==> config.mk <==
export PLATFORM = sky130hd
export DESIGN_NAME = hashed_slot_allocator
export DESIGN_NICKNAME = d
export VERILOG_FILES = /design/src/rtl/hsa_pkg.sv /design/src/rtl/hsa_sequencer.sv /design/src/rtl/hsa_datapath.sv /design/src/rtl/hashed_slot_allocator.sv
export SDC_FILE = /design/constraint.sdc
export NUM_CORES = 1
export LEC_CHECK = 0
export ABC_AREA = 1
export ABC_CLOCK_PERIOD_IN_PS = 4050
export BUFFER_PORTS_ARGS = -buffer_cell sky130_fd_sc_hd__buf_2
export CORE_AREA = 2 2 149 151
export DETAILED_ROUTE_END_ITERATION = 6
export DIE_AREA = 0 0 151 153
export GPL_ROUTABILITY_DRIVEN = 0
export PLACE_DENSITY_LB_ADDON = 0.3
export SLEW_MARGIN = 20
export SYNTH_ARGS = -nofsm -noshare
export SYNTH_HDL_FRONTEND = slang
export SYNTH_SLANG_ARGS = --single-unit
==> constraint.sdc <==
create_clock -name i_clk -period 4.05 [get_ports i_clk]
set_input_delay 0.405 -clock i_clk [delete_from_list [all_inputs] [get_ports i_clk]]
set_output_delay 0.405 -clock i_clk [all_outputs]
set_load 0.01 [all_outputs]
==> src/rtl/hsa_pkg.sv <==
package hsa_pkg;

    // Field widths fixed by the interface
    localparam int SUM_W        = 32;
    localparam int OLD_W        = 6;
    localparam int REC_W        = 6;
    localparam int SLOT_OUT_W   = 7;
    localparam int NUM_SLOTS_DEF = 64;

    // Start-slot reduction: byte fold width, then reciprocal multiply on the fold
    localparam int FOLD_W       = 16;
    localparam int RECIP_W      = 17;
    localparam int CNT_W        = 6;

    localparam logic [SLOT_OUT_W-1:0] NO_SLOT = SLOT_OUT_W'(64);

    // Slots whose number mod 6 is 0 or 1 carry bursts and are never handed out
    localparam logic [63:0] BURST_MASK = 64'h30C3_0C30_C30C_30C3;

    localparam logic OP_ALLOC = 1'b0;
    localparam logic OP_SWAP  = 1'b1;
    localparam logic ST_OK    = 1'b0;
    localparam logic ST_FULL  = 1'b1;

    typedef struct packed {
        logic              opcode;
        logic [SUM_W-1:0]  sensor_id;
        logic [OLD_W-1:0]  old_slot;
        logic [REC_W-1:0]  record_index;
    } t_in;

    typedef struct packed {
        logic [SLOT_OUT_W-1:0] slot;
        logic                  status;
        logic [REC_W-1:0]      record_index_out;
    } t_out;

    // Datapath operations
    localparam logic [2:0] DP_NOP    = 3'd0;
    localparam logic [2:0] DP_LOAD   = 3'd1;
    localparam logic [2:0] DP_FOLD   = 3'd2;
    localparam logic [2:0] DP_RECIP  = 3'd3;
    localparam logic [2:0] DP_START  = 3'd4;
    localparam logic [2:0] DP_PROBE  = 3'd5;
    localparam logic [2:0] DP_COMMIT = 3'd6;

    // Jump conditions
    localparam logic [2:0] C_NEVER      = 3'd0;
    localparam logic [2:0] C_NO_INPUT   = 3'd1;
    localparam logic [2:0] C_PROBE_MORE = 3'd2;
    localparam logic [2:0] C_OUT_BUSY   = 3'd3;
    localparam logic [2:0] C_ALWAYS     = 3'd4;

    // Program steps
    localparam logic [2:0] STEP_WAIT   = 3'd0;
    localparam logic [2:0] STEP_FOLD   = 3'd1;
    localparam logic [2:0] STEP_RECIP  = 3'd2;
    localparam logic [2:0] STEP_SETUP  = 3'd3;
    localparam logic [2:0] STEP_PROBE  = 3'd4;
    localparam logic [2:0] STEP_COMMIT = 3'd5;
    localparam logic [2:0] STEP_RET    = 3'd6;

    typedef struct packed {
        logic [2:0] dp_op;
        logic [2:0] cond;
        logic [2:0] target;
    } t_uword;

    typedef struct packed {
        logic       in_ready;
        logic [2:0] dp_op;
    } t_ctl;

    typedef struct packed {
        logic probe_more;
        logic out_busy;
    } t_flags;

    // Control store: jump to target when cond holds, else fall through
    function automatic t_uword ucode(input logic [2:0] step);
        t_uword w;
        unique case (step)
            STEP_WAIT:   w = '{dp_op: DP_LOAD,   cond: C_NO_INPUT,   target: STEP_WAIT};
            STEP_FOLD:   w = '{dp_op: DP_FOLD,   cond: C_NEVER,      target: STEP_WAIT};
            STEP_RECIP:  w = '{dp_op: DP_RECIP,  cond: C_NEVER,      target: STEP_WAIT};
            STEP_SETUP:  w = '{dp_op: DP_START,  cond: C_NEVER,      target: STEP_WAIT};
            STEP_PROBE:  w = '{dp_op: DP_PROBE,  cond: C_PROBE_MORE, target: STEP_PROBE};
            STEP_COMMIT: w = '{dp_op: DP_COMMIT, cond: C_OUT_BUSY,   target: STEP_COMMIT};
            STEP_RET:    w = '{dp_op: DP_NOP,    cond: C_ALWAYS,     target: STEP_WAIT};
            default:     w = '{dp_op: DP_NOP,    cond: C_ALWAYS,     target: STEP_WAIT};
        endcase
        return w;
    endfunction

endpackage

==> src/rtl/hsa_sequencer.sv <==
module hsa_sequencer (
    input  logic          i_clk,
    input  logic          i_rst_n,
    input  logic          i_in_valid,
    input  hsa_pkg::t_flags i_flags,
    output hsa_pkg::t_ctl o_ctl
);
    import hsa_pkg::*;

    logic [2:0] r_step;
    logic [2:0] n_step;
    t_uword     word;
    logic       take;

    assign word = ucode(r_step);

    always_comb begin
        unique case (word.cond)
            C_NEVER:      take = 1'b0;
            C_NO_INPUT:   take = !i_in_valid;
            C_PROBE_MORE: take = i_flags.probe_more;
            C_OUT_BUSY:   take = i_flags.out_busy;
            C_ALWAYS:     take = 1'b1;
            default:      take = 1'b1;
        endcase
        n_step = take ? word.target : r_step + 3'd1;
    end

    always_ff @(posedge i_clk) begin
        if (!i_rst_n) begin
            r_step <= STEP_WAIT;
        end else begin
            r_step <= n_step;
        end
    end

    assign o_ctl.in_ready = (word.dp_op == DP_LOAD);
    assign o_ctl.dp_op    = word.dp_op;

endmodule

==> src/rtl/hsa_datapath.sv <==
module hsa_datapath #(
    parameter int NUM_SLOTS = hsa_pkg::NUM_SLOTS_DEF
) (
    input  logic                     i_clk,
    input  logic                     i_rst_n,
    input  hsa_pkg::t_ctl            i_ctl,
    input  logic                     i_in_valid,
    input  hsa_pkg::t_in             i_in,
    input  logic [hsa_pkg::SUM_W-1:0] i_hub_id,
    input  logic                     i_out_ready,
    output hsa_pkg::t_flags          o_flags,
    output logic                     o_out_valid,
    output hsa_pkg::t_out            o_out
);
    import hsa_pkg::*;

    localparam int SLOT_W   = $clog2(NUM_SLOTS);
    localparam int PROD_W   = FOLD_W + RECIP_W;
    // Reciprocal exact for every fold value below 2^FOLD_W
    localparam int RECIP_SH = FOLD_W + SLOT_W;
    localparam int RECIP_M  = ((1 << RECIP_SH) + NUM_SLOTS - 1) / NUM_SLOTS;
    localparam logic [SLOT_W-1:0]    LAST    = SLOT_W'(NUM_SLOTS - 1);
    localparam logic [NUM_SLOTS-1:0] BURST_N = BURST_MASK[NUM_SLOTS-1:0];
    // Weights of the upper sum bytes, 256^i mod NUM_SLOTS
    localparam logic [FOLD_W-1:0]    K1      = FOLD_W'(256 % NUM_SLOTS);
    localparam logic [FOLD_W-1:0]    K2      = FOLD_W'(65536 % NUM_SLOTS);
    localparam logic [FOLD_W-1:0]    K3      = FOLD_W'(16777216 % NUM_SLOTS);
    localparam logic [FOLD_W-1:0]    N_F     = FOLD_W'(NUM_SLOTS);
    localparam logic [PROD_W-1:0]    M_P     = PROD_W'(RECIP_M);

    logic [SUM_W-1:0]     r_sum;
    logic [FOLD_W-1:0]    r_fold;
    logic [FOLD_W-1:0]    r_quot;
    logic [SLOT_W-1:0]    r_pos;
    logic [CNT_W-1:0]     r_cnt;
    logic                 r_hit;
    logic                 r_op;
    logic [OLD_W-1:0]     r_old;
    logic [REC_W-1:0]     r_rec;
    logic [NUM_SLOTS-1:0] r_busy;
    logic [NUM_SLOTS-1:0] n_busy;
    logic                 r_out_valid;
    t_out                 r_out;

    logic [FOLD_W-1:0] fold_sum;
    logic [PROD_W-1:0] prod;
    logic [FOLD_W-1:0] rem_full;
    logic free_now;
    logic out_busy;
    logic commit;
    logic old_ok;

    // Fold the sum bytes with their weights: same residue, at most 16 bits
    assign fold_sum = FOLD_W'(r_sum[7:0]) + FOLD_W'(r_sum[15:8]) * K1
                    + FOLD_W'(r_sum[23:16]) * K2 + FOLD_W'(r_sum[31:24]) * K3;
    assign prod     = PROD_W'(r_fold) * M_P;
    assign rem_full = r_fold - r_quot * N_F;

    assign free_now = !r_busy[r_pos] && !BURST_N[r_pos];
    assign out_busy = r_out_valid && !i_out_ready;
    assign commit   = (i_ctl.dp_op == DP_COMMIT) && !out_busy;
    assign old_ok   = SLOT_OUT_W'(r_old) < SLOT_OUT_W'(NUM_SLOTS);

    assign o_flags.probe_more = !free_now && (r_cnt != CNT_W'(NUM_SLOTS - 1));
    assign o_flags.out_busy   = out_busy;

    always_comb begin
        n_busy = r_busy;
        if (r_hit) begin
            if (r_op == OP_SWAP && old_ok) begin
                n_busy[r_old[SLOT_W-1:0]] = 1'b0;
            end
            n_busy[r_pos] = 1'b1;
        end
    end

    always_ff @(posedge i_clk) begin
        unique case (i_ctl.dp_op)
            DP_LOAD: begin
                if (i_in_valid) begin
                    r_sum <= i_in.sensor_id + i_hub_id;
                    r_op  <= i_in.opcode;
                    r_old <= i_in.old_slot;
                    r_rec <= i_in.record_index;
                end
            end
            DP_FOLD: begin
                r_fold <= fold_sum;
            end
            DP_RECIP: begin
                r_quot <= FOLD_W'(prod >> RECIP_SH);
            end
            DP_START: begin
                r_pos <= rem_full[SLOT_W-1:0];
                r_cnt <= '0;
                r_hit <= 1'b0;
            end
            DP_PROBE: begin
                if (free_now) begin
                    r_hit <= 1'b1;
                end else begin
                    r_pos <= (r_pos == LAST) ? '0 : r_pos + SLOT_W'(1);
                    r_cnt <= r_cnt + CNT_W'(1);
                end
            end
            DP_COMMIT: begin
                if (commit) begin
                    r_out.slot             <= r_hit ? SLOT_OUT_W'(r_pos) : NO_SLOT;
                    r_out.status           <= r_hit ? ST_OK : ST_FULL;
                    r_out.record_index_out <= r_rec;
                end
            end
            default: begin
            end
        endcase
    end

    always_ff @(posedge i_clk) begin
        if (!i_rst_n) begin
            r_busy      <= '0;
            r_out_valid <= 1'b0;
        end else begin
            if (commit) begin
                r_busy      <= n_busy;
                r_out_valid <= 1'b1;
            end else if (i_out_ready) begin
                r_out_valid <= 1'b0;
            end
        end
    end

    assign o_out_valid = r_out_valid;
    assign o_out       = r_out;

endmodule

==> src/rtl/hashed_slot_allocator.sv <==
// Channel  Direction  Handshake                 Beat
// in       input      i_in_valid / o_in_ready   t_in: opcode, sensor_id, old_slot, record_index
// out      output     o_out_valid / i_out_ready t_out: slot, status, record_index_out
// cfg      input      i_cfg_valid / o_cfg_ready 32-bit hub_id
//
// One request at a time. Between two accepts the sequencer runs one accept step, a
// byte fold and a reciprocal multiply for the start slot, one set-up, one step per
// probed slot (1 .. NUM_SLOTS), commit and return. The result is registered at the
// commit step, so the probe loop over the busy map sets when it becomes valid.
// Reset (synchronous, active low) clears the busy map and hub_id.
// The result sits in an output register; commit of the next request stalls
// while that register still holds an untaken beat.
module hashed_slot_allocator #(
    parameter int NUM_SLOTS = hsa_pkg::NUM_SLOTS_DEF
) (
    input  logic                       i_clk,
    input  logic                       i_rst_n,
    input  logic                       i_in_valid,
    output logic                       o_in_ready,
    input  hsa_pkg::t_in               i_in,
    output logic                       o_out_valid,
    input  logic                       i_out_ready,
    output hsa_pkg::t_out              o_out,
    input  logic                       i_cfg_valid,
    output logic                       o_cfg_ready,
    input  logic [hsa_pkg::SUM_W-1:0]  i_cfg_data
);
    import hsa_pkg::*;

    logic [SUM_W-1:0] r_hub_id;
    t_ctl             ctl;
    t_flags           flags;

    // Config beats land at any time; the user must issue them only while idle, which the block does not enforce
    assign o_cfg_ready = 1'b1;

    always_ff @(posedge i_clk) begin
        if (!i_rst_n) begin
            r_hub_id <= '0;
        end else if (i_cfg_valid) begin
            r_hub_id <= i_cfg_data;
        end
    end

    // Control store and step counter
    hsa_sequencer u_seq (
        .i_clk      (i_clk),
        .i_rst_n    (i_rst_n),
        .i_in_valid (i_in_valid),
        .i_flags    (flags),
        .o_ctl      (ctl)
    );

    // Start-slot reduction, probe pointer, busy map and output register
    hsa_datapath #(
        .NUM_SLOTS (NUM_SLOTS)
    ) u_dp (
        .i_clk       (i_clk),
        .i_rst_n     (i_rst_n),
        .i_ctl       (ctl),
        .i_in_valid  (i_in_valid),
        .i_in        (i_in),
        .i_hub_id    (r_hub_id),
        .i_out_ready (i_out_ready),
        .o_flags     (flags),
        .o_out_valid (o_out_valid),
        .o_out       (o_out)
    );

    // Accept only in the wait step
    assign o_in_ready = ctl.in_ready;

`ifndef NO_ASSERTIONS
    // A request occupies the sequencer: no second accept right after one
    a_one_at_a_time: assert property (@(posedge i_clk) disable iff (!i_rst_n)
        (i_in_valid && o_in_ready) |=> !o_in_ready)
        else $error("second request accepted back to back");

    // Full status goes with the no-slot code and nothing else
    a_full_code: assert property (@(posedge i_clk) disable iff (!i_rst_n)
        o_out_valid |-> ((o_out.status == ST_FULL) == (o_out.slot == NO_SLOT)))
        else $error("status and slot disagree");

    // A granted slot is in range and never a burst slot
    a_grant_legal: assert property (@(posedge i_clk) disable iff (!i_rst_n)
        (o_out_valid && o_out.status == ST_OK) |->
            (o_out.slot < SLOT_OUT_W'(NUM_SLOTS)) && !BURST_MASK[o_out.slot[5:0]])
        else $error("granted slot out of range or reserved");
`endif

endmodule
# [Word level (Yosys, flattened, before mapping)]
# Memory sizes are Yosys's and may differ from the RTL's. A register that Yosys moved wholly into a read port is not among the register bits.
# Index checks and enable logic that the tools add are counted.
[totals] ff_bits=126 romBits=64 in_bits=82 out_inout_bits=17 elab_cells=91 mem_count=1
[classes] n_addsub=5 n_lt_le_gt_ge=4 eq_ne=17 n_mux=24 bitwise_logic=3 n_reduce_logical=21
[mem_list] name="(name not given)" depth=64 word_bits=1 rd=1 rd_ports_with_merged_regs=1 wr=0 line_no="hsa_datapath.sv:59" text="assign free_now = !r_busy[r_pos] && !BURST_N[r_pos];"
[op_table] operator="two-way mux 64 bit" n=2
[op_table] operator="AND 64 bit" n=1
[op_table] operator="NOT 64 bit" n=1
[op_table] operator="bitwise OR 64 bit" n=1
[op_table] operator="one-hot mux 9 bit (6 select lines)" n=1
[op_table] operator="two-way mux 6 bit" n=4
[op_table] operator="one-hot mux 6 bit (2 select lines)" n=2
[op_table] operator="equality test 3 x 2 -> 1 bit, second input constant" n=5
[op_table] operator="equality test 3 bit, second input constant" n=5
[op_table] operator="< comparator 6 x 7 -> 1 bit, second input constant" n=2
[op_table] operator="adder 6 x 1 -> 6 bit, second input constant" n=2
[op_table] operator="demux 1 bit (select 6 bit)" n=2
[op_table] operator="greater-or-equal comparator 6 x 1 -> 1 bit, second input constant" n=2
[op_table] operator="AND reduction 2 bit" n=5
[op_table] operator="equality test 3 x 1 -> 1 bit, second input constant" n=3
[op_table] operator="two-way mux 1 bit" n=8
[op_table] operator="two-way mux 7 bit" n=1
[op_table] operator="adder 6 bit" n=1
[op_table] operator="binary-select mux 1 bit (select 6 bit)" n=1
[op_table] operator="equality test 6 bit, second input constant" n=1
[op_table] operator="logical AND 1 bit" n=6
[op_table] operator="logical NOT 1 bit" n=6
[op_table] operator="logical NOT 3 bit" n=2
[op_table] operator="!= test 6 bit, second input constant" n=1
[op_table] operator="other kinds (8)" n=9

# [Depth between registers and ports, before layout]
# Gate-level depths: netlist of the first run.
[logic_depth] depth_word=9 ltp_mapped=25 mapped_depth_nobuf=23

# [By module]
# Synthesis of the first run repeated with hierarchy kept, for this count alone.
[hier_totals] hier_cells=979 area_unflattened_um2=7423.4
[by_module_without_submodules] module="hsa_datapath" n_inst=1 cells_each=730 area_per_inst_um2=5775.5 seq_area_each_um2=2852.7
[by_module_without_submodules] module="hashed_slot_allocator" n_inst=1 cells_each=204 area_per_inst_um2=1346.3 seq_area_each_um2=640.6
[by_module_without_submodules] module="hsa_sequencer" n_inst=1 cells_each=45 area_per_inst_um2=301.5 seq_area_each_um2=60.1

# [Worst setup path after synthesis of the first run]
# OpenSTA, ideal clock, no wires.
[synth_timing] path_type="reg-to-reg" startpoint="register u_seq.r_step[1]" endpoint="register u_dp.r_old[0], enable pin" setup_time_ns=0.423 arrival_ns=2.603 setup_slack_ns=1.024 path_stages_with_launch=8 n_path_buf=1 cell_sequence="dfxtp_1 -> inv_1 -> ha_1 -> nand2_1 -> nand2_1 -> or2_1 -> buf_4 -> nor3b_1"
[synth_via] elab_chain_len=4
[synth_rtl] item="start, declared" line_no="hsa_sequencer.sv:10" text="logic [2:0] r_step;"
[synth_rtl] item="start signal, assigned" line_no="hsa_sequencer.sv:33" text="r_step <= n_step;"
[synth_rtl] item="equality test 3 bit, or another cell as far along" line_no="hsa_pkg.sv:82" text="unique case (step)"
[synth_rtl] item="one-hot mux 9 bit (6 select lines) *" line_no="hsa_pkg.sv:82"
[synth_rtl] item="equality test 3 x 1 -> 1 bit *" line_no="hsa_datapath.sv:78" text="unique case (i_ctl.dp_op)"
[synth_rtl] item="AND reduction 2 bit (no line) *"
[synth_rtl] item="end signal, assigned" line_no="hsa_datapath.sv:83" text="r_old <= i_in.old_slot;"
[synth_rtl] item="end, declared" line_no="hsa_datapath.sv:38" text="logic [OLD_W-1:0] r_old;"
# Mark *: on every way between the ends. The rest lies on a longest branch, timed or not.
# A chain may end at the register's enable or synchronous reset.

# [Worst setup path in the final report of the first run]
[layout_timing] startpoint="register u_seq.r_step[1]" endpoint="register u_dp.r_busy[48]"
[layout_via] elab_chain_len=5
[layout_rtl] item="equality test 3 bit, or another cell as far along" line_no="hsa_pkg.sv:82"
[layout_rtl] item="one-hot mux 9 bit (6 select lines) *" line_no="hsa_pkg.sv:82"
[layout_rtl] item="equality test 3 bit *" line_no="hsa_datapath.sv:61" text="assign commit = (i_ctl.dp_op == DP_COMMIT) && !out_busy;"
[layout_rtl] item="logical AND 1 bit *" line_no="hsa_datapath.sv:61"
[layout_rtl] item="named net u_dp.commit" line_no="hsa_datapath.sv:50" text="logic commit;"
[layout_rtl] item="AND reduction 2 bit (no line) *"
[layout_rtl] item="end signal, assigned" line_no="hsa_datapath.sv:124" text="r_busy <= n_busy;"
[layout_rtl] item="end, declared" line_no="hsa_datapath.sv:40" text="logic [NUM_SLOTS-1:0] r_busy;"
# Mark *: on every way through the listed nets, which the timed path passes. The rest lies on a longest branch.

==> impl_metrics.ini, run 1 <==
[status]
status = complete, no violations

[logic_synthesis]
synth_cell_types = 45
synth_edf_count = 51
avgSynthCellArea_um2 = 8.12
netlist_instances = 787
synth_warnings = 0
synth.cell_area_um2 = 6390
ys_seq_area_frac = 0.474
synth_ff_type = dfxtp_1
async_flop_share = 0
synth-seq-cells = 126
synth_nets = 885

[drt]
drc_errors = 0
viasPerCell = 4.78
wire_per_inst_um = 14.8
drt_first_iter_violations = 516
drtAntennaViolNets = 0
via_count = 5387
dr.pass1.iters = 5
routed_wl_um = 16700

[placed_design]
io_buffer_count = 45
dp.cells = 1096
dpl.hpwl_um = 11100

[finish]
syn_to_final_growth_pct = 17.2
regArea_um2 = 3030
layout_commonest_cell = nand2_1
n_antenna_cell = 0
nNetsFinal = 933
drive_gt1_frac = 0.147
layout_common_cells = 216 x nand2_1, 75 x inv_1, 75 x dfxtp_1, 73 x a21oi_1, 71 x o21ai_0
fill_cells = 2292
fin_cells = 1128
multi_input_area_um2 = 2850

[critical_path]
path_class = reg2reg
end_kind = flop
arrival_ns = 3.48
r2r-end = u_dp.r_busy[48]$_SDFFE_PN0P_
reg2reg_slack_ns = 0.84
crit_required_ns = 4.32
crit_path_max_fanout = 14
r2r_cells = 12
regToRegStartpoint = u_seq.r_step[1]$_SDFF_PP0_
crit_path_start_kind = flop

[clock_network]
cts_tree = built
cts.path.max_buffers = 2
post_cts_resized = 0
numCtsBuffers = 17
htreeDepth = 4
hold_buffers = 0
clk_pin_slew_worst_paths_ns = 0.06
worstSkewPairLatency_ns = 0.42
cts_setup_buffers = 0
cts.sinks = 126
cts_root_buf = clkbuf_16

[min_path]
hold_class = in2reg
min-delay-start = i_in[44]
hold_end = u_dp.r_op$_DFFE_PP_
min_path_cells = 1

[sta]
setup_viol = 0
min_period_ns = 3.21
grt_setup_unrepaired = false
final_hold_viol_count = 0
max_freq_mhz = 312
post-route-period-util = 0.792
worst_pin_slew_ns = 0.767
fin_tns_setup_ns = 0
drv_slew = 0
relSlewSlack = 0.485
skew_ns = 0.00871

[floorplan]
io_pins = 99
core_um2 = 21500
die_area_um2 = 23100
fp-row-count = 54
fp.dieW_um = 151
die_y_um = 153
start_util = 0.298

[global_routing]
grt_pass1_vias = 5029
grt_max_degree = 66
track_usage = 0.151
gr-total-overflow = 0
antenna_found_initial = 0
grt_first_pass_wirelength_um = 26900

[pwr]
power_density_nw_per_um2 = 561
power.internal_w = 0.00285
p_clk_frac = 0.375
switchingPower_w = 0.00136
peakVddDrop_v = 0.000290
p_comb_frac = 0.238
p_sw_frac = 0.324
sequentialPowerShare = 0.388
leakagePower_nw = 2.96

[flow_run]
cap_violations = 0
## per-stage QoR
stage | power, W | setup WS (ns) | hold WS [ns] | util | cell area (um^2)
2_1_floorplan | 0.00239 | 1.02 | 0.400 | - | 6390
6_report | 0.00421 | 0.843 | 0.160 | 0.349 | 7490
3_5_place_dp | 0.00266 | 0.837 | 0.406 | 0.321 | 6890
3_3_place_gp | 0.00266 | 0.830 | 0.402 | 0.321 | 6890
4_1_cts | 0.00425 | 0.822 | 0.143 | 0.349 | 7490
5_1_grt | 0.00445 | 0.477 | 0.148 | 0.349 | 7490
## synth_stat cells, drive strengths merged (2+ instances only)
master / count / area (um^2)
nand4: 5 / 50.1
inv: 82 / 313
or2: 5 / 31.3
ha: 15 / 188
o21ai: 80 / 404
buf: 20 / 163
clkbuf: 9 / 33.8
nand3: 69 / 355
edfxtp: 51 / 1530
nor4: 7 / 134
xor2: 5 / 43.8
dfxtp: 75 / 1500
nor3b: 2 / 15.0
a21oi: 73 / 365
nor2: 40 / 179
nor3: 13 / 100
xnor2: 3 / 26.3
nand2: 222 / 872
o21a: 2 / 15.0
## worst max-delay path by stage
stage,startpoint,end
5_1_grt,u_dp.r_pos[0]$_DFFE_PN_,flop
6_report,u_seq.r_step[1]$_SDFF_PP0_,u_dp.r_busy[48]$_SDFFE_PN0P_
3_3_place_gp,u_dp.r_pos[0]$_DFFE_PN_,flop
3_5_place_dp,u_dp.r_pos[0]$_DFFE_PN_,flop
4_1_cts,u_dp.r_pos[0]$_DFFE_PN_,flop
2_1_floorplan,u_seq.r_step[1]$_SDFF_PP0_,u_dp.r_old[0]$_DFFE_PP_
## power by group through the flow
stage	logic, W	registers, W	clock network, W
floorplan	0.000772	0.00162	0
detailed placement	0.00100	0.00166	0
finish	0.000999	0.00163	0.00158
global route	0.00114	0.00165	0.00166
global placement	0.00100	0.00166	0
CTS	0.00101	0.00163	0.00161
## registers in the layout (all words and copies together) (netlist names), 3 cells and up, named ones only
signal	cells
r_hub_id	6
u_dp.o_out	13
u_dp.r_busy	64
u_dp.r_cnt	6
u_dp.r_fold	6
u_dp.r_old	6
u_dp.r_pos	6
u_dp.r_rec	6
u_dp.r_sum	6
u_seq.r_step	3
## cell type report
class,count,area share
Sequential cell,126,0.405
Multi-Input combinational cell,549,0.381
Clock buffer,19,0.0578
Tap cell,280,0.0468
Timing Repair Buffer,58,0.0447
Inverter,83,0.0426
Clock inverter,13,0.0229
## routing by layer
layer  wire [um]  share of wire  vias up  GRT usage
li1            -              -     2723          -
met2        7350           0.44      133      0.228
met3         851          0.051       30     0.0278
met5           0              0        -          0
met1        8000           0.48     2501      0.211
met4         448          0.027        0     0.0672
## logic make-up (layout without fill, tap and decap cells)
family | after synthesis | in the layout | synth area share
simple gates | 364 | 364 | 0.273
compound gates | 160 | 160 | 0.128
flops | 126 | 126 | 0.474
buf+inv | 112 | 173 | 0.0802
fa+ha+maj | 16 | 16 | 0.0325
xor+xnor | 8 | 8 | 0.0110
other cells | 1 | 1 | 0.000587
## critical path, cell delays in order (launching register included)
cell and delay [ns]:
dfxtp_1 0.32, inv_1 0.09, ha_1 0.28, nand2_1 0.14
nand2_1 0.10, or2_1 0.27, nand2_2 0.12, nor2_4 0.44
nand2_8 0.23, nor2_8 0.21, nand3_1 0.42, o21ai_0 0.32
a21oi_1 0.09
(Power assumes the default switching activity.)
==> run 2: changes to the inputs <==
Settings changed: ABC_CLOCK_PERIOD_IN_PS 4050 to 3200.
Clock period 4.05 ns to 3.2 ns, I/O delays scaled along.
==> run 2 against run 1 <==
Compared with the run above: sequential share of layout area fell by 0.39 points; largest power group unchanged; cell count up 0.62%; register-to-register slack got worse by 0.61 ns; maximum frequency rose by 7.9%; die area unchanged; largest cell class unchanged; routed wire length decreased by 1.4%; first-iteration DRC count fell by 31%; final area is 0.99% higher; clock skew fell by 0.0023 ns; clock power grew 25%.
==> impl_metrics.ini, run 2 (synthesis results as in run 1) <==
[sta]
grt_setup_unrepaired = false
drv_slew = 0
max_freq_mhz = 336
min_period_ns = 2.97
final_hold_viol_count = 0
relSlewSlack = 0.497
setup_viol = 0
worst_pin_slew_ns = 0.749
skew_ns = 0.00640
post-route-period-util = 0.929
fin_tns_setup_ns = 0

[min_path]
min_path_cells = 1
min-delay-start = i_in[5]
hold_class = in2reg
hold_end = u_dp.r_rec[5]$_DFFE_PP_

[floorplan]
fp.dieW_um = 151
io_pins = 99
die_y_um = 153
die_area_um2 = 23100
core_um2 = 21500
fp-row-count = 54
start_util = 0.298

[global_routing]
antenna_found_initial = 0
track_usage = 0.151
grt_pass1_vias = 5137
grt_max_degree = 41
grt_first_pass_wirelength_um = 27100
gr-total-overflow = 0

[critical_path]
path_class = reg2reg
crit_path_start_kind = flop
end_kind = flop
r2r_cells = 20
crit_required_ns = 3.52
regToRegStartpoint = u_dp.r_pos[0]$_DFFE_PN_
arrival_ns = 3.29
crit_path_max_fanout = 34
reg2reg_slack_ns = 0.23

[placed_design]
io_buffer_count = 45
dpl_cell_area_um2 = 6940
dpl.hpwl_um = 11500

[pwr]
peakVddDrop_v = 0.000488
power_density_nw_per_um2 = 706
leakagePower_nw = 3.02

[drt]
drc_errors = 0
wl_met3_um = 790
m1WireLength_um = 7880
drtAntennaViolNets = 0
top_layer_used = met4
routed_wl_um = 16400
route.met2.wl_um = 7430
wire_per_inst_um = 14.5
viasPerCell = 4.70
dr.pass1.iters = 5
via_count = 5337
drt_first_iter_violations = 358

[finish]
layout_commonest_cell = nand2_1
n_antenna_cell = 0
regMostFlops = u_dp.r_busy
largest_reg_flops = 64
drive_gt1_frac = 0.158
regArea_um2 = 3030
nNetsFinal = 940
multi_input_area_um2 = 2850
syn_to_final_growth_pct = 18.4
fill_cells = 2258
fin_util = 0.352
finalInstanceArea_um2 = 7570
layout_common_cells = 216 x nand2_1, 75 x inv_1, 75 x dfxtp_1, 73 x a21oi_1, 71 x o21ai_0

[status]
status = complete, no violations

[clock_network]
cts.sinks = 126
cts.path.max_buffers = 2
hold_buffers = 0
htreeDepth = 4
cts_tree = built
clk_pin_slew_worst_paths_ns = 0.06
worstSkewPairLatency_ns = 0.42
cts_root_buf = clkbuf_16
cts_setup_buffers = 0
numCtsBuffers = 17

[flow_run]
cap_violations = 0
==> run 2: worst max-delay path: stages, from the launching register on <==
cell and delay [ns]:
edfxtp_1 0.52, inv_8 0.27, nand2_1 0.09, nand3_1 0.07, nand2_1 0.09, o21ai_1 0.21, nand3_1 0.12, nor2_1 0.20
nand2_2 0.10, nand2_2 0.13, nand2_4 0.11, nand2_1 0.08, o21a_1 0.14, inv_1 0.05, ha_1 0.29, inv_1 0.08
nand3_1 0.08, nand3_1 0.08, nand2_1 0.05, nand2_1 0.05, nand2_1 0.04
==> run 2: stage by stage <==
stage	hold WS (ns)	worst slack [ns]	total power (W)	std cells
after floorplan	0.400	0.174	0.00302	787
after global placement	0.400	0.191	0.00338	1103
after detailed placement	0.405	0.152	0.00340	1103
after CTS	0.0531	0.132	0.00538	1135
after global routing	0.0478	0.0272	0.00564	1135
final	0.0655	0.228	0.00534	1135
==> run 2: worst max path at each step <==
| stage | start | to | slack [ns] | depth (start not counted) |
|---|---|---|---|---|
| finish | u_dp.r_pos[0]$_DFFE_PN_ | flop | 0.23 | 20 |
| global route | u_dp.r_pos[0]$_DFFE_PN_ | flop | 0.03 | 20 |
| CTS | u_dp.r_pos[0]$_DFFE_PN_ | flop | 0.13 | 20 |
| detailed placement | u_dp.r_pos[0]$_DFFE_PN_ | flop | 0.15 | 20 |
| global placement | u_dp.r_pos[0]$_DFFE_PN_ | flop | 0.19 | 20 |
| floorplan | u_seq.r_step[1]$_SDFF_PP0_ | u_dp.r_old[0]$_DFFE_PP_ | 0.17 | 7 |
==> run 2: metal layers <==
layer  track usage  vias to the layer above
met1         0.207                     2478
met3        0.0343                       22
li1              -                     2719
met4        0.0583                        0
met2         0.229                      118
met5             0                        -
==> run 2: report_power, final <==
group          internal, W  leakage (nW)  switching, W  total [W]
Sequential         0.00193          1.08      0.000122    0.00206
Clock              0.00123         0.306      0.000752    0.00198
Combinational     0.000401          1.63      0.000908    0.00131
Total              0.00356          3.02       0.00178    0.00534
==> run 2: area by class of cell <==
class | count | area share
Sequential cell | 126 | 0.401
Multi-Input combinational cell | 549 | 0.377
Tap cell | 280 | 0.0463
Timing Repair Buffer | 65 | 0.0518
Clock buffer | 23 | 0.0732
Clock inverter | 9 | 0.00860
Inverter | 83 | 0.0425
==> run 2: what timing repair did <==
action                                 in CTS  in global routing
gates resized for setup                     0                  5
setup endpoints to repair                   0                  1
endpoints found under the hold margin       0                  0
==> run 3: changes to the inputs <==
Settings changed: ABC_CLOCK_PERIOD_IN_PS 3200 to 3800.
Clock period 3.2 ns to 3.8 ns, I/O delays scaled along.
==> run 3 against run 2 <==
Compared with the run above: count of clock-buffer cells in the layout fell by 4; setup slack gained 0.35 ns; final area is 0.36% lower; utilization fell by 0.13 points; critical path depth is 1 lower; die area stayed put; worst hold slack gained 0.069 ns; flip-flop and latch count did not move; clock power shrank 11%; critical path type unchanged.
==> impl_metrics.ini, run 3 (synthesis results as in run 1) <==
[status]
status = complete, no violations

[min_path]
min-delay-start = i_in[3]
hold_class = in2reg
hold_end = u_dp.r_rec[3]$_DFFE_PP_
min_path_cells = 1

[finish]
n_antenna_cell = 0
layout_commonest_cell = nand2_1
nNetsFinal = 935
layout_common_cells = 216 x nand2_1, 75 x inv_1, 75 x dfxtp_1, 73 x a21oi_1, 71 x o21ai_0
fill_cells = 2259
regArea_um2 = 3030
fin_cells = 1130
largest_reg_flops = 64
drive_gt1_frac = 0.151
regMostFlops = u_dp.r_busy
syn_to_final_growth_pct = 17.9
finalInstanceArea_um2 = 7540
multi_input_area_um2 = 2850

[sta]
post-route-period-util = 0.847
hold_slack_ns = 0.134
setup_viol = 0
min_period_ns = 3.22
fin_tns_setup_ns = 0
worst_pin_slew_ns = 0.796
final_hold_viol_count = 0
skew_ns = 0.00731
max_freq_mhz = 311
relSlewSlack = 0.467
drv_slew = 0
grt_setup_unrepaired = false

[clock_network]
cts.sinks = 126
cts.path.max_buffers = 2
hold_buffers = 0
numCtsBuffers = 17
cts_setup_buffers = 0
htreeDepth = 4
cts_tree = built
worstSkewPairLatency_ns = 0.42
post_cts_resized = 0
clk_pin_slew_worst_paths_ns = 0.06
cts_root_buf = clkbuf_16

[placed_design]
dp.cells = 1098
dpl_cell_area_um2 = 6900
io_buffer_count = 45
dpl.hpwl_um = 11100

[floorplan]
fp-row-count = 54
start_util = 0.298
die_y_um = 153
core_um2 = 21500
io_pins = 99
die_area_um2 = 23100
fp.dieW_um = 151

[critical_path]
end_kind = flop
cp_cell_sequence = nor2_1, nand3_1, nand4_1, nand2_1, nand3_1, nor2_1, nand2_2, nand2_2, nand2_4, nand2_1, o21a_1, inv_1, ha_1, inv_1, nand3_1, nand3_1, nand2_1, nand2_1, nand2_1
r2r_cells = 19
cp_slowest_cell = edfxtp_1
worst_path_most_repeated_cell = nand2_1
cpPeakStageDelay_ns = 0.77
path_class = reg2reg
crit_required_ns = 4.11
reg2reg_slack_ns = 0.58
crit_path_max_fanout = 20
arrival_ns = 3.53
crit_path_start_kind = flop
regToRegStartpoint = u_dp.r_pos[2]$_DFFE_PN_

[global_routing]
track_usage = 0.151
antenna_found_initial = 0
grt_max_degree = 43
grt_first_pass_wirelength_um = 26800
gr-total-overflow = 0
grt_pass1_vias = 4971

[flow_run]
cap_violations = 0

[drt]
drc_errors = 0
dr.pass1.iters = 7
drtAntennaViolNets = 0
via_count = 5446
viasPerCell = 4.82
routed_wl_um = 16800
wire_per_inst_um = 14.9
drt_first_iter_violations = 425

[pwr]
power_w = 0.00458
leakagePower_nw = 3.00
power_density_nw_per_um2 = 608
peakVddDrop_v = 0.000342
==> run 3: cell count changes in the layout (fill, tap and decap cells not counted), sizes merged <==
cell	before	now
buf	65	60
bufinv	0	5
clkbuf	23	19
clkinv	6	9
clkinvlp	1	0
inv	85	82
==> run 3: stage by stage <==
| stage | utilization | setup WS [ns] |
|---|---|---|
| after global routing | 0.351 | 0.261 |
| after global placement | 0.321 | 0.601 |
| after floorplan | - | 0.774 |
| after detailed placement | 0.321 | 0.560 |
| final | 0.351 | 0.581 |
| after CTS | 0.351 | 0.557 |
==> run 3: worst max path at each step <==
stage               depth (start not counted)                      end                        from
CTS                                        19                     flop     u_dp.r_pos[2]$_DFFE_PN_
finish                                     19                     flop     u_dp.r_pos[2]$_DFFE_PN_
floorplan                                   7  u_dp.r_old[0]$_DFFE_PP_  u_seq.r_step[1]$_SDFF_PP0_
global route                               19                     flop     u_dp.r_pos[2]$_DFFE_PN_
detailed placement                         19                     flop     u_dp.r_pos[2]$_DFFE_PN_
global placement                           19                     flop     u_dp.r_pos[2]$_DFFE_PN_
==> run 3: critical path, delay by kind of cell (launching register included) <==
kind,cells,cell delay [ns]
simple gates,15,1.77
buf+inv,2,0.13
flops,1,0.77
compound gates,1,0.14
fa+ha+maj,1,0.28
==> run 3: power breakdown <==
group	internal [W]	switching (W)	leakage, nW
logic	0.000319	0.000758	1.60
clock network	0.00117	0.000596	0.316
registers	0.00163	0.000107	1.08
total	0.00312	0.00146	3.00
==> run 3: area by class of cell <==
cell class / count / share of cell area
clock inverter: 13 / 0.0259
timing repair buffer: 60 / 0.0465
tap: 280 / 0.0465
multi-input combinational: 549 / 0.378
inverter: 83 / 0.0420
sequential: 126 / 0.402
clock buffer: 19 / 0.0587
==> run 3: metal layers <==
metal	wire length [um]	vias to the layer above	track usage
met4	301	0	0.0503
met5	0	-	0
met3	821	21	0.0343
met2	7520	145	0.225
met1	8190	2561	0.216
li1	-	2719	-
